### config.mk
export PLATFORM = sky130hd
export DESIGN_NAME = dbcs_trail_byte_substituter_core
export DESIGN_NICKNAME = d
export VERILOG_FILES = /design/src/design/dtbs_pkg.sv /design/src/design/dtbs_ram.sv /design/src/design/dtbs_key_table.sv /design/src/design/dbcs_trail_byte_substituter_core.sv
export SDC_FILE = /design/constraint.sdc
export NUM_CORES = 2
export LEC_CHECK = 0
export ABC_AREA = 1
export BUFFER_PORTS_ARGS = -buffer_cell sky130_fd_sc_hd__clkbuf_2
export CAP_MARGIN = 30
export CORE_ASPECT_RATIO = 0.6
export CORE_MARGIN = 1
export CORE_UTILIZATION = 50
export CTS_CLUSTER_DIAMETER = 40
export DETAILED_ROUTE_END_ITERATION = 8
export GPL_ROUTABILITY_DRIVEN = 0
export PLACE_DENSITY = 0.65
export SYNTH_ARGS = -nofsm -noshare
export SYNTH_HDL_FRONTEND = slang
export SYNTH_SLANG_ARGS = --single-unit
### constraint.sdc
create_clock -name clk -period 6.32 [get_ports clk]
set_input_delay 0.316 -clock clk [delete_from_list [all_inputs] [get_ports clk]]
set_output_delay 0.316 -clock clk [all_outputs]
set_load 0.005 [all_outputs]
### src/design/dtbs_pkg.sv
// Shared types and constants for the DBCS trail byte substituter.
// Depends on nothing; dtbs_key_table and the core import it.
package dtbs_pkg;

	// Item opcodes
	typedef enum logic {
		OP_DATA = 1'b0,
		OP_LOAD = 1'b1
	} opcode_t;

	// Trail bytes that send a pair to the table
	localparam logic [7:0] TRAIL_AT    = 8'h40;
	localparam logic [7:0] TRAIL_BRACE = 8'h7D;

	// Lead byte ranges of code page 932
	localparam logic [7:0] LEAD1_LO = 8'h81;
	localparam logic [7:0] LEAD1_HI = 8'h9F;
	localparam logic [7:0] LEAD2_LO = 8'hE0;
	localparam logic [7:0] LEAD2_HI = 8'hFC;

	localparam int DEF_TABLE_ENTRIES = 64;
	localparam int KEY_W             = 16;
	localparam int IDX_IN_W          = 6;

	// Output word queue
	localparam int OUT_DEPTH = 16;
	localparam int OUT_PTR_W = 4;
	localparam int OUT_CNT_W = 5;

	// Words produced by one item
	typedef enum logic [1:0] {
		RUN_NONE   = 2'd0,
		RUN_SINGLE = 2'd1,
		RUN_PAIR   = 2'd2
	} run_t;

	typedef struct packed {
		logic [7:0] out_byte;
		logic       run_last;
		logic       stream_end;
		logic       was_replaced;
		logic       unmatched;
	} out_word_t;

	function automatic logic is_lead(input logic [7:0] b);
		return ((b >= LEAD1_LO) && (b <= LEAD1_HI)) || ((b >= LEAD2_LO) && (b <= LEAD2_HI));
	endfunction

	function automatic logic is_special_trail(input logic [7:0] b);
		return (b == TRAIL_AT) || (b == TRAIL_BRACE);
	endfunction

endpackage

### src/design/dtbs_ram.sv
// Generic single-write, single-read RAM with registered read data (read-first).
// Depends on nothing.
module dtbs_ram #(
	parameter int WIDTH = 16,
	parameter int DEPTH = 64,
	parameter int AW    = (DEPTH > 1) ? $clog2(DEPTH) : 1
) (
	input  logic             clk,
	input  logic             we,
	input  logic [AW-1:0]    waddr,
	input  logic [WIDTH-1:0] wdata,
	input  logic [AW-1:0]    raddr,
	output logic [WIDTH-1:0] rdata
);

	logic [WIDTH-1:0] mem_q [DEPTH];

	always_ff @(posedge clk) begin
		if (we) begin
			mem_q[waddr] <= wdata;
		end
		rdata <= mem_q[raddr];
	end

endmodule

### src/design/dtbs_key_table.sv
// Key store of the substitution table with a parallel compare of every slot.
// Depends on dtbs_pkg.
module dtbs_key_table #(
	parameter int ENTRIES = dtbs_pkg::DEF_TABLE_ENTRIES,
	parameter int IDX_W   = (ENTRIES > 1) ? $clog2(ENTRIES) : 1
) (
	input  logic                      clk,
	input  logic                      arst_n,
	input  logic                      wr_en,
	input  logic [IDX_W-1:0]          wr_idx,
	input  logic [dtbs_pkg::KEY_W-1:0] wr_key,
	input  logic [dtbs_pkg::KEY_W-1:0] lookup_key,
	output logic [ENTRIES-1:0]        match
);
	import dtbs_pkg::*;

	logic [ENTRIES-1:0] valid_q;
	logic [KEY_W-1:0]   key_q [ENTRIES];

	// Valid bits stand in for the reset clear of the key store
	always_ff @(posedge clk or negedge arst_n) begin
		if (!arst_n) begin
			valid_q <= '0;
		end else if (wr_en) begin
			valid_q[wr_idx] <= 1'b1;
		end
	end

	always_ff @(posedge clk) begin
		if (wr_en) begin
			key_q[wr_idx] <= wr_key;
		end
	end

	// A zero key marks an empty slot and never matches
	always_comb begin
		for (int i = 0; i < ENTRIES; i++) begin
			match[i] = valid_q[i] && (key_q[i] != '0) && (key_q[i] == lookup_key);
		end
	end

endmodule

### src/design/dbcs_trail_byte_substituter_core.sv
// Top level of the DBCS trail byte substituter.
// Depends on dtbs_pkg, dtbs_key_table and dtbs_ram.
//
// Input channel (in_valid / in_stall): one word per item, either a stream byte
//   (OP_DATA) or a table load (OP_LOAD) into slot entry_index; loads beyond the
//   table size are dropped. Output channel (out_valid / out_stall): one stream
//   byte per word with its flags.
// A lead byte is held until its trail arrives and the pair leaves as two words.
//   Pairs with a trail of 0x40 or 0x7D are looked up: a hit replaces both bytes
//   with the value (high byte first), a miss flags both unmatched.
// Path: after an item is accepted, its first word passes the match register,
//   the value read register and the queue write before it is at the output.
// Throughput: one item per cycle is taken unless in_stall; the output drains
//   one word per cycle unless out_stall; a 16-word output queue absorbs pairs.
// Stall: in_stall rises when the queue could not hold the words of everything
//   in flight plus one more pair; it comes from registers only. A stalled
//   output word holds; the pipeline itself never stops.
// Reset: arst_n clears the pipeline, the held lead byte, the queue and all
//   table slots (empty). No clearing pass is needed.
module dbcs_trail_byte_substituter_core #(
	parameter int TABLE_ENTRIES = dtbs_pkg::DEF_TABLE_ENTRIES
) (
	input  logic                          clk,
	input  logic                          arst_n,
	// input channel
	input  logic                          in_valid,
	output logic                          in_stall,
	input  logic                          opcode,
	input  logic [7:0]                    data_byte,
	input  logic                          stream_last,
	input  logic [dtbs_pkg::IDX_IN_W-1:0] entry_index,
	input  logic [dtbs_pkg::KEY_W-1:0]    entry_key,
	input  logic [dtbs_pkg::KEY_W-1:0]    entry_value,
	// output channel
	output logic                          out_valid,
	input  logic                          out_stall,
	output logic [7:0]                    out_byte,
	output logic                          run_last,
	output logic                          stream_end,
	output logic                          was_replaced,
	output logic                          unmatched
);
	import dtbs_pkg::*;

	localparam int IDX_W = (TABLE_ENTRIES > 1) ? $clog2(TABLE_ENTRIES) : 1;

	// ---------------------------------------------------------------
	// Stage 1: input register
	// ---------------------------------------------------------------
	logic                v_s1;
	opcode_t             op_s1;
	logic [7:0]          byte_s1;
	logic                last_s1;
	logic [IDX_IN_W-1:0] idx_s1;
	logic [KEY_W-1:0]    key_s1;
	logic [KEY_W-1:0]    val_s1;

	logic in_take;
	assign in_take = in_valid && !in_stall;

	always_ff @(posedge clk or negedge arst_n) begin
		if (!arst_n) begin
			v_s1 <= 1'b0;
		end else begin
			v_s1 <= in_take;
		end
	end

	always_ff @(posedge clk) begin
		if (in_take) begin
			op_s1   <= opcode_t'(opcode);
			byte_s1 <= data_byte;
			last_s1 <= stream_last;
			idx_s1  <= entry_index;
			key_s1  <= entry_key;
			val_s1  <= entry_value;
		end
	end

	// Held lead byte state
	logic       pend_q;
	logic [7:0] held_q;

	// Table load decode
	logic [31:0]      widx_wide;
	logic             load_en;
	logic [IDX_W-1:0] load_idx;

	assign widx_wide = 32'(idx_s1);
	assign load_en   = v_s1 && (op_s1 == OP_LOAD) && (widx_wide < 32'(TABLE_ENTRIES));
	assign load_idx  = widx_wide[IDX_W-1:0];

	// Stream decode
	logic       data_s1;
	run_t       run_c;
	logic [7:0] b0_c;
	logic       lookup_c;

	assign data_s1 = v_s1 && (op_s1 == OP_DATA);

	always_comb begin
		run_c    = RUN_NONE;
		b0_c     = byte_s1;
		lookup_c = 1'b0;
		if (data_s1) begin
			if (pend_q) begin
				run_c    = RUN_PAIR;
				b0_c     = held_q;
				lookup_c = is_special_trail(byte_s1);
			end else if (is_lead(byte_s1) && !last_s1) begin
				run_c = RUN_NONE;
			end else begin
				run_c = RUN_SINGLE;
			end
		end
	end

	always_ff @(posedge clk or negedge arst_n) begin
		if (!arst_n) begin
			pend_q <= 1'b0;
			held_q <= '0;
		end else if (data_s1) begin
			if (pend_q) begin
				pend_q <= 1'b0;
				held_q <= '0;
			end else if (is_lead(byte_s1) && !last_s1) begin
				pend_q <= 1'b1;
				held_q <= byte_s1;
			end
		end
	end

	logic [TABLE_ENTRIES-1:0] match_c;

	dtbs_key_table #(
		.ENTRIES (TABLE_ENTRIES),
		.IDX_W   (IDX_W)
	) u_keys (
		.clk        (clk),
		.arst_n     (arst_n),
		.wr_en      (load_en),
		.wr_idx     (load_idx),
		.wr_key     (key_s1),
		.lookup_key ({held_q, byte_s1}),
		.match      (match_c)
	);

	// ---------------------------------------------------------------
	// Stage 2: match vector, lowest slot wins
	// ---------------------------------------------------------------
	run_t                     run_s2;
	logic [7:0]               b0_s2;
	logic [7:0]               b1_s2;
	logic                     last_s2;
	logic                     lookup_s2;
	logic [TABLE_ENTRIES-1:0] match_s2;

	always_ff @(posedge clk or negedge arst_n) begin
		if (!arst_n) begin
			run_s2 <= RUN_NONE;
		end else begin
			run_s2 <= run_c;
		end
	end

	always_ff @(posedge clk) begin
		b0_s2     <= b0_c;
		b1_s2     <= byte_s1;
		last_s2   <= last_s1;
		lookup_s2 <= lookup_c;
		match_s2  <= match_c;
	end

	logic [TABLE_ENTRIES-1:0] first_c;
	logic [IDX_W-1:0]         hit_idx_c;

	// Isolate the lowest set bit, then encode it
	assign first_c = match_s2 & (~match_s2 + TABLE_ENTRIES'(1));

	always_comb begin
		hit_idx_c = '0;
		for (int i = 0; i < TABLE_ENTRIES; i++) begin
			if (first_c[i]) begin
				hit_idx_c = hit_idx_c | IDX_W'(i);
			end
		end
	end

	logic [KEY_W-1:0] value_s3;

	dtbs_ram #(
		.WIDTH (KEY_W),
		.DEPTH (TABLE_ENTRIES),
		.AW    (IDX_W)
	) u_values (
		.clk   (clk),
		.we    (load_en),
		.waddr (load_idx),
		.wdata (val_s1),
		.raddr (hit_idx_c),
		.rdata (value_s3)
	);

	// ---------------------------------------------------------------
	// Stage 3: value read, build output words
	// ---------------------------------------------------------------
	run_t       run_s3;
	logic [7:0] b0_s3;
	logic [7:0] b1_s3;
	logic       last_s3;
	logic       lookup_s3;
	logic       hit_s3;

	always_ff @(posedge clk or negedge arst_n) begin
		if (!arst_n) begin
			run_s3 <= RUN_NONE;
		end else begin
			run_s3 <= run_s2;
		end
	end

	always_ff @(posedge clk) begin
		b0_s3     <= b0_s2;
		b1_s3     <= b1_s2;
		last_s3   <= last_s2;
		lookup_s3 <= lookup_s2;
		hit_s3    <= lookup_s2 && (|match_s2);
	end

	out_word_t word0_c;
	out_word_t word1_c;

	always_comb begin
		word0_c = '0;
		word1_c = '0;
		if (run_s3 == RUN_SINGLE) begin
			word0_c.out_byte   = b0_s3;
			word0_c.run_last   = 1'b1;
			word0_c.stream_end = last_s3;
		end else begin
			word0_c.out_byte     = hit_s3 ? value_s3[15:8] : b0_s3;
			word0_c.was_replaced = hit_s3;
			word0_c.unmatched    = lookup_s3 && !hit_s3;
		end
		word1_c.out_byte     = hit_s3 ? value_s3[7:0] : b1_s3;
		word1_c.run_last     = 1'b1;
		word1_c.stream_end   = last_s3;
		word1_c.was_replaced = hit_s3;
		word1_c.unmatched    = lookup_s3 && !hit_s3;
	end

	// ---------------------------------------------------------------
	// Output word queue
	// ---------------------------------------------------------------
	out_word_t             oq_q [OUT_DEPTH];
	logic [OUT_PTR_W-1:0]  wp_q;
	logic [OUT_PTR_W-1:0]  rp_q;
	logic [OUT_CNT_W-1:0]  used_q;
	logic                  pop;
	logic [OUT_CNT_W-1:0]  push_n;

	assign push_n    = OUT_CNT_W'(run_s3);
	assign out_valid = (used_q != '0);
	assign pop       = out_valid && !out_stall;

	always_ff @(posedge clk) begin
		if (run_s3 != RUN_NONE) begin
			oq_q[wp_q] <= word0_c;
		end
		if (run_s3 == RUN_PAIR) begin
			oq_q[wp_q + OUT_PTR_W'(1)] <= word1_c;
		end
	end

	always_ff @(posedge clk or negedge arst_n) begin
		if (!arst_n) begin
			wp_q   <= '0;
			rp_q   <= '0;
			used_q <= '0;
		end else begin
			wp_q   <= wp_q + OUT_PTR_W'(run_s3);
			rp_q   <= rp_q + OUT_PTR_W'(pop);
			used_q <= used_q + push_n - OUT_CNT_W'(pop);
		end
	end

	assign out_byte     = oq_q[rp_q].out_byte;
	assign run_last     = oq_q[rp_q].run_last;
	assign stream_end   = oq_q[rp_q].stream_end;
	assign was_replaced = oq_q[rp_q].was_replaced;
	assign unmatched    = oq_q[rp_q].unmatched;

	// Reserve room for every word in flight plus a pair for the next item
	logic [OUT_CNT_W:0] reserve_c;

	assign reserve_c = (OUT_CNT_W + 1)'(used_q)
		+ (OUT_CNT_W + 1)'(run_s2)
		+ (OUT_CNT_W + 1)'(run_s3)
		+ (v_s1 ? (OUT_CNT_W + 1)'(2) : '0)
		+ (OUT_CNT_W + 1)'(2);

	assign in_stall = (reserve_c > (OUT_CNT_W + 1)'(OUT_DEPTH));

endmodule
* Word level (Yosys, flattened, before mapping) *
Memories as Yosys holds them, arrays and structs flattened. A register that Yosys moved wholly into a read port is not among the register bits.
Cells that the tools add are included.

word-level totals
  register bits after elaboration = 240
  bits in writable memories = 2,240
  input bits = 52
  output and inout port bits = 14
  logic and storage cells = 430
  memories kept = 3

memories
  memory          words  width  read ports  clocked after memory_dff  write ports  RTL line                                 text
  u_keys.key_q    64     16     64          0                         1            dtbs_key_table.sv:18                     logic [KEY_W-1:0] key_q [ENTRIES];
  u_values.mem_q  64     16     1           1                         1            dtbs_ram.sv:16                           logic [WIDTH-1:0] mem_q [DEPTH];
  oq_q            16     12     1           0                         2            dbcs_trail_byte_substituter_core.sv:255  out_word_t oq_q [OUT_DEPTH];

operators by class
  add/sub/neg operators = 10
  $lt $le $gt $ge = 8
  equality and inequality tests = 69
  multiplexer cells = 98
  bitwise operators = 4
  reductions and logical operators = 213

operator list
  kind                                                   number
  equality test 16 bit                                   64
  nonzero test 16 bit                                    64
  2-to-1 mux 6 bit                                       32
  logical AND 1 bit                                      139
  2-to-1 mux 8 bit                                       11
  2-to-1 mux 5 bit                                       16
  adder 64 x 1 -> 64 bit, second input constant          1
  AND 64 bit                                             1
  NOT 64 bit                                             1
  OR 64 bit                                              1
  OR reduction 64 bit                                    1
  2-to-1 mux 4 bit                                       8
  2-to-1 mux 2 bit                                       10
  equality test 8 x 7 -> 1 bit, second input constant    2
  >= comparator 8 bit, second input constant             2
  less-or-equal comparator 8 bit, second input constant  2
  2-to-1 mux 1 bit                                       16
  < comparator 6 x 7 -> 1 bit, second input constant     2
  adder 6 x 2 -> 6 bit                                   2
  2-to-1 mux 3 bit                                       4
  adder 5 x 2 -> 6 bit                                   1
  adder 6 x 2 -> 6 bit, second input constant            1
  demux 1 bit (select 6 bit)                             1
  >= comparator 6 x 1 -> 1 bit, second input constant    1
  15 further kinds                                       19

* Longest topological paths before layout *
  depth after elaboration = 66
  mapped depth = 22
  mapped depth without buffers = 20

* By module *
A second synthesis with hierarchy kept.

second synthesis, totals
  cells, all modules = 11,814
  area total of the unflattened synthesis = 113,088.5 sq um

modules (own cells, without submodules)
  module                            instances  cells an instance  area each (sq um)  sequential area each (sq um)
  dtbs_key_table                    1          6,566              54,552.3           32,351.0
  dtbs_ram                          1          3,517              42,099.1           31,069.8
  dbcs_trail_byte_substituter_core  1          1,731              16,437.0           9,744.3

* Worst setup path before layout *
OpenSTA, ideal clock, no wires.

  kind = register to register
  start = register run_s3[0]
  end = register byte_s1[0] (enable)
  library setup time = 455 ps
  data arrival time = 4,356 ps
  required time = 5,865 ps
  path slack = 1,509 ps
  cell stages (with the launch flop) = 10
  path through = dfrtp_1 > fa_1 > fa_1 > ha_1 > a21o_1 > a21oi_1 > xor2_1 > nor4_1 > o21ai_0 > nor2_1

between the ends
  longest elaborated chain between the ends = 6

ends and longest elaborated chain
  what                         RTL line                                 text
  from (decl)                  dbcs_trail_byte_substituter_core.sv:207  run_t run_s3;
  from (signal assigned)       dbcs_trail_byte_substituter_core.sv:218  run_s3 <= run_s2;
  adder 6 x 2 -> 6 bit         dbcs_trail_byte_substituter_core.sv:298  + (OUT_CNT_W + 1)'(run_s3)
  adder 6 x 2 -> 6 bit         dbcs_trail_byte_substituter_core.sv:299  + (v_s1 ? (OUT_CNT_W + 1)'(2) : '0)
  adder 6 x 2 -> 6 bit         dbcs_trail_byte_substituter_core.sv:300  + (OUT_CNT_W + 1)'(2);
  > comparator 6 x 5 -> 1 bit  dbcs_trail_byte_substituter_core.sv:302  assign in_stall = (reserve_c > (OUT_CNT_W + 1)'(OUT_DEPTH));
  named net in_stall           dbcs_trail_byte_substituter_core.sv:27   output logic in_stall,
  logical NOT 1 bit            dbcs_trail_byte_substituter_core.sv:59   assign in_take = in_valid && !in_stall;
  logical AND 1 bit            dbcs_trail_byte_substituter_core.sv:59
  named net in_take            dbcs_trail_byte_substituter_core.sv:58   logic in_take;
  to (signal assigned)         dbcs_trail_byte_substituter_core.sv:72   byte_s1 <= data_byte;
  to (decl)                    dbcs_trail_byte_substituter_core.sv:52   logic [7:0] byte_s1;

The timed path passes the listed nets, and every way through them passes these cells.
A chain may end at the register's enable or synchronous reset.

* Worst setup path after layout *
  start = register match_s2[27]
  end = register u_values.rdata[6], read port of u_values.mem_q

between the ends
  longest elaborated chain between the ends = 40

ends and longest elaborated chain
  what                            RTL line                                 text
  from (decl)                     dbcs_trail_byte_substituter_core.sv:156  logic [TABLE_ENTRIES-1:0] match_s2;
  from (signal assigned)          dbcs_trail_byte_substituter_core.sv:171  match_s2 <= match_c;
  NOT 64 bit                      dbcs_trail_byte_substituter_core.sv:178  assign first_c = match_s2 & (~match_s2 + TABLE_ENTRIES'(1));
  adder 64 x 1 -> 64 bit          dbcs_trail_byte_substituter_core.sv:178
  AND 64 bit (*)                  dbcs_trail_byte_substituter_core.sv:178
  2-to-1 mux 5 bit (5 in a row)   dbcs_trail_byte_substituter_core.sv:183  if (first_c[i]) begin
  2-to-1 mux 6 bit (31 in a row)  dbcs_trail_byte_substituter_core.sv:183
  2-to-1 mux 6 bit (*)            dbcs_trail_byte_substituter_core.sv:183
  to (decl)                       dtbs_ram.sv:13                           output logic [WIDTH-1:0] rdata

Mark *: on every way between the ends. The rest lies on a longest branch, timed or not.

==> qor.yml <==
wirelength_mm: 362
die_x_microns: 601
crit_family: "simple AND/OR/NAND/NOR gates"
hold_start: "entry_value[1]"
grt_max_degree: 167
register_area_sq_um: 73200
num_rows: 131
syn_avg_cell_area_sq_um: 11.7
drtAntennaViolNets: 0
multi_input_area_sq_um: 29800
area_growth_syn_to_layout_pct: 12.6
cp.required_ps: 7100
die_h_microns: 361
drc: 37
startpoint_type: "flop"
port_buffers: 65
async_flop_share_pct: 3.65
min_to: "val_s1[1]"
cp.depth: 19
skew_ps: 63.2
finalHoldViolations: 0
timing.slew.headroom_pct: 22.8
hp-class: "primary input to flop"
reg2reg_slack_ps: 1340
ys_warn_count: 0
failed_checks: "design-rule violations"
crit_chain: "nor2_1 > nand2_1 > nor2_1 > nand2_1 > nor2_2 > nand3_1 > nor3_2 > nand2_1 > nand2_1 > nor2_1 > nand4_4 > buf_4 > buf_4 > nand2_1 > nand3_1 > nand3_1 > nand3_1 > nand3_1 > nand2_1"
fin_crit_ps: 4980
cts_tree: "built"
endpoint_kind: "flop"
grt_pass1_vias: 73700
finalSetupViolCount: 0
setup_slack_ps: 1340
coreArea_sq_um: 213000
cp_common_cell: "nand2_1"
ir_worst_vdd_uv: 664
fill_cells: 17100
drive_gt1_share_pct: 9.94
r2r_end: "u_values.rdata[6]"
period_share_pct: 78.9
cap_violations: 0
synth_edf_count: 2272
dpl.hpwl_mm: 215
synth_area_leaders: "edfxtp_1 (63%), nand2_1 (5.9%), nand3_1 (3.0%), inv_1 (2.6%), dfxtp_1 (2.5%)"
syn_inst: 9223
reg2reg_depth: 19
firstDrtPassIters: 9
cts_buffer_depth: 4
path_max_fanout: 48
cts-root-buf: "clkbuf_16"
drt_iter0_markers: 14100
boundaryPins: 66
cp-startpoint: "match_s2[27]"
yosysSeqAreaShare_pct: 68.0
status: "complete, but fails checks"
rr_startpoint: "match_s2[27]"
cts_sinks: 2496
initial_core_util_pct: 50.5
fin_nets: 9396
syn_nets: 9298
cp_num_buf_inv: 2
grt_setup_unrepaired: "false"
hold_buffers: 53
synth_ff_type: "edfxtp_1"
grt_overflow: 0
fmax_mhz: 201
clk_pin_slew_ps: 70
insertion_delay_ps: 910
track_usage_pct: 32.5
crit_slowest_cell: "buf_4"
post_cts_buffers: 0
antenna_found_initial: 22
cts_buffers: 238
cp.arrival_ps: 5760
tns_ps: 0
slowest_delay_ps: 590
hold_path_depth: 2
tightest_slew_ps: 1150
power_density_nw_per_um2: 389
wl_per_cell_microns: 29.3
htreeDepth: 4
worstSetupPathType: "flop to flop"
synth_area_leader_cell: "edfxtp_1"
synth_cell_types: 59
design.die.area_sq_um: 217000
grt_pass1_wl_mm: 516
report.final.slew_viol_count: 0
cts_resized: 0
synth_seq_cells: 2496
syn_area_sq_um: 108000
synth_top_area_share_pct: 63.4
vias: 80200
pre_cts_ws_ps: 1770
p_leak_nw: 42.6
via_per_inst: 6.48
per-stage QoR:
step                      cells  util [%]  cell area (sq um)  total power [mW]  hold WS (ps)
final                     12400      56.8             121000              47.1           150
after global routing      12400      56.8             121000              48.0           124
after CTS                 12400      56.8             121000              46.5           104
after detailed placement  11900      52.8             113000              31.9           236
after global placement    11800      52.4             112000              31.7           233
after floorplan            9223         -             108000              26.4          20.4
area by class of cell:
| type | count | share of cell area [%] |
|---|---|---|
| inverter | 749 | 2.34 |
| clock inverter | 135 | 1.22 |
| timing repair buffer | 401 | 3.14 |
| tap | 2859 | 2.95 |
| antenna | 3 | 0.00619 |
| sequential | 2496 | 60.4 |
| clock buffer | 304 | 5.38 |
| multi-input combinational | 5435 | 24.6 |
cell usage in the layout, fill, tap and decap left out, types with 30 or more instances in the layout:
cell type      Yosys  layout
clkinv_1           8      30
nand3_1          647     646
dfxtp_1          133     133
clkbuf_16          0     243
clkbuf_2           0      64
dlygate4sd3_1      0      52
nor3_1            50      50
or2_2             77      77
o21ai_0          377     377
nand4_1          265     265
o21ai_1          271     271
nor4_1           267     263
buf_12             0      52
clkinv_2           0      42
clkbuf_1         291      40
nor2_1           459     391
a221oi_1         164     164
dfrtp_1           91      83
edfxtp_1        2272    2272
o22ai_1          397     397
a2111oi_0         43      33
xnor2_1          242     242
xor2_1           143     143
inv_1            733     724
nand2_1         1681    1679
nor2_4             4      74
o2111ai_1         35      35
o221ai_1          39      39
buf_4             53     220
a41oi_1           40      40
a21oi_1           48      48
state kept, by name (all words and copies together), names as in the netlist, 2 cells and up:
| signal | cells |
|---|---|
| run_s3 | 2 |
| b1_s2 | 8 |
| b0_s2 | 8 |
| run_s2 | 2 |
| u_keys.key_q | 1024 |
| match_s2 | 64 |
| used_q | 5 |
| held_q | 8 |
| b1_s3 | 8 |
| rp_q | 4 |
| byte_s1 | 8 |
| idx_s1 | 6 |
| u_values.mem_q | 1024 |
| wp_q | 4 |
| oq_q | 192 |
| u_values.rdata | 16 |
| val_s1 | 16 |
| b0_s3 | 8 |
| key_s1 | 16 |
| u_keys.valid_q | 64 |
layer usage:
metal	part of all wire [%]	routed length, microns	vias up	global-route usage (%)
met5	0.030	110	-	0
met4	2.8	10100	14	8.41
met3	18	65900	836	13.1
met2	39	142000	6741	43.5
met1	40	145000	38800	48.7
li1	-	-	33800	-
where the power goes:
| group | internal [mW] | total [mW] | leakage [nW] | switching [mW] |
|---|---|---|---|---|
| Combinational | 2.46 | 11.3 | 16.0 | 8.81 |
| Clock | 8.38 | 14.8 | 3.89 | 6.45 |
| Sequential | 20.4 | 21.0 | 22.7 | 0.565 |
worst max path at each step:
stage / endpoint / slack, ps
2_1_floorplan: byte_s1[0] / 1510
3_3_place_gp: u_values.rdata[6] / 1740
3_5_place_dp: u_values.rdata[2] / 1770
4_1_cts: u_values.rdata[2] / 1730
5_1_grt: u_values.rdata[6] / 1240
6_report: u_values.rdata[6] / 1340
cells in the mapped netlist, types with 60 or more instances:
cell,number
nor4_1,267
buf_1,60
or2_2,77
dfrtp_1,91
xnor2_1,242
nand3_1,647
xor2_1,143
nand2_1,1681
o22ai_1,397
edfxtp_1,2272
nor2_1,459
clkbuf_1,291
dfxtp_1,133
o21ai_0,377
inv_1,733
o21ai_1,271
buf_2,125
nand4_1,265
a221oi_1,164
cell families (layout without fill, tap and decap cells):
logic type               after synthesis  in the layout  share of synthesized area, %
AO/OA/AOI/OAI                       1493           1493                          8.76
XOR/XNOR                             385            385                          3.13
adder cells (fa/ha/maj)               23             23                         0.295
buffers and inverters               1292           1589                          4.93
flip-flops                          2496           2496                          68.0
multiplexers                          16             16                         0.149
other                                  0              3                             0
AND/OR/NAND/NOR                     3518           3518                          14.8
worst register-to-register path: cells and delay by family, from the launching register on:
family	cells	cell delay [ps]
flops	1	330
buf+inv	2	1070
simple gates	17	3460
No activity file was read; power rests on OpenSTA's default activity.
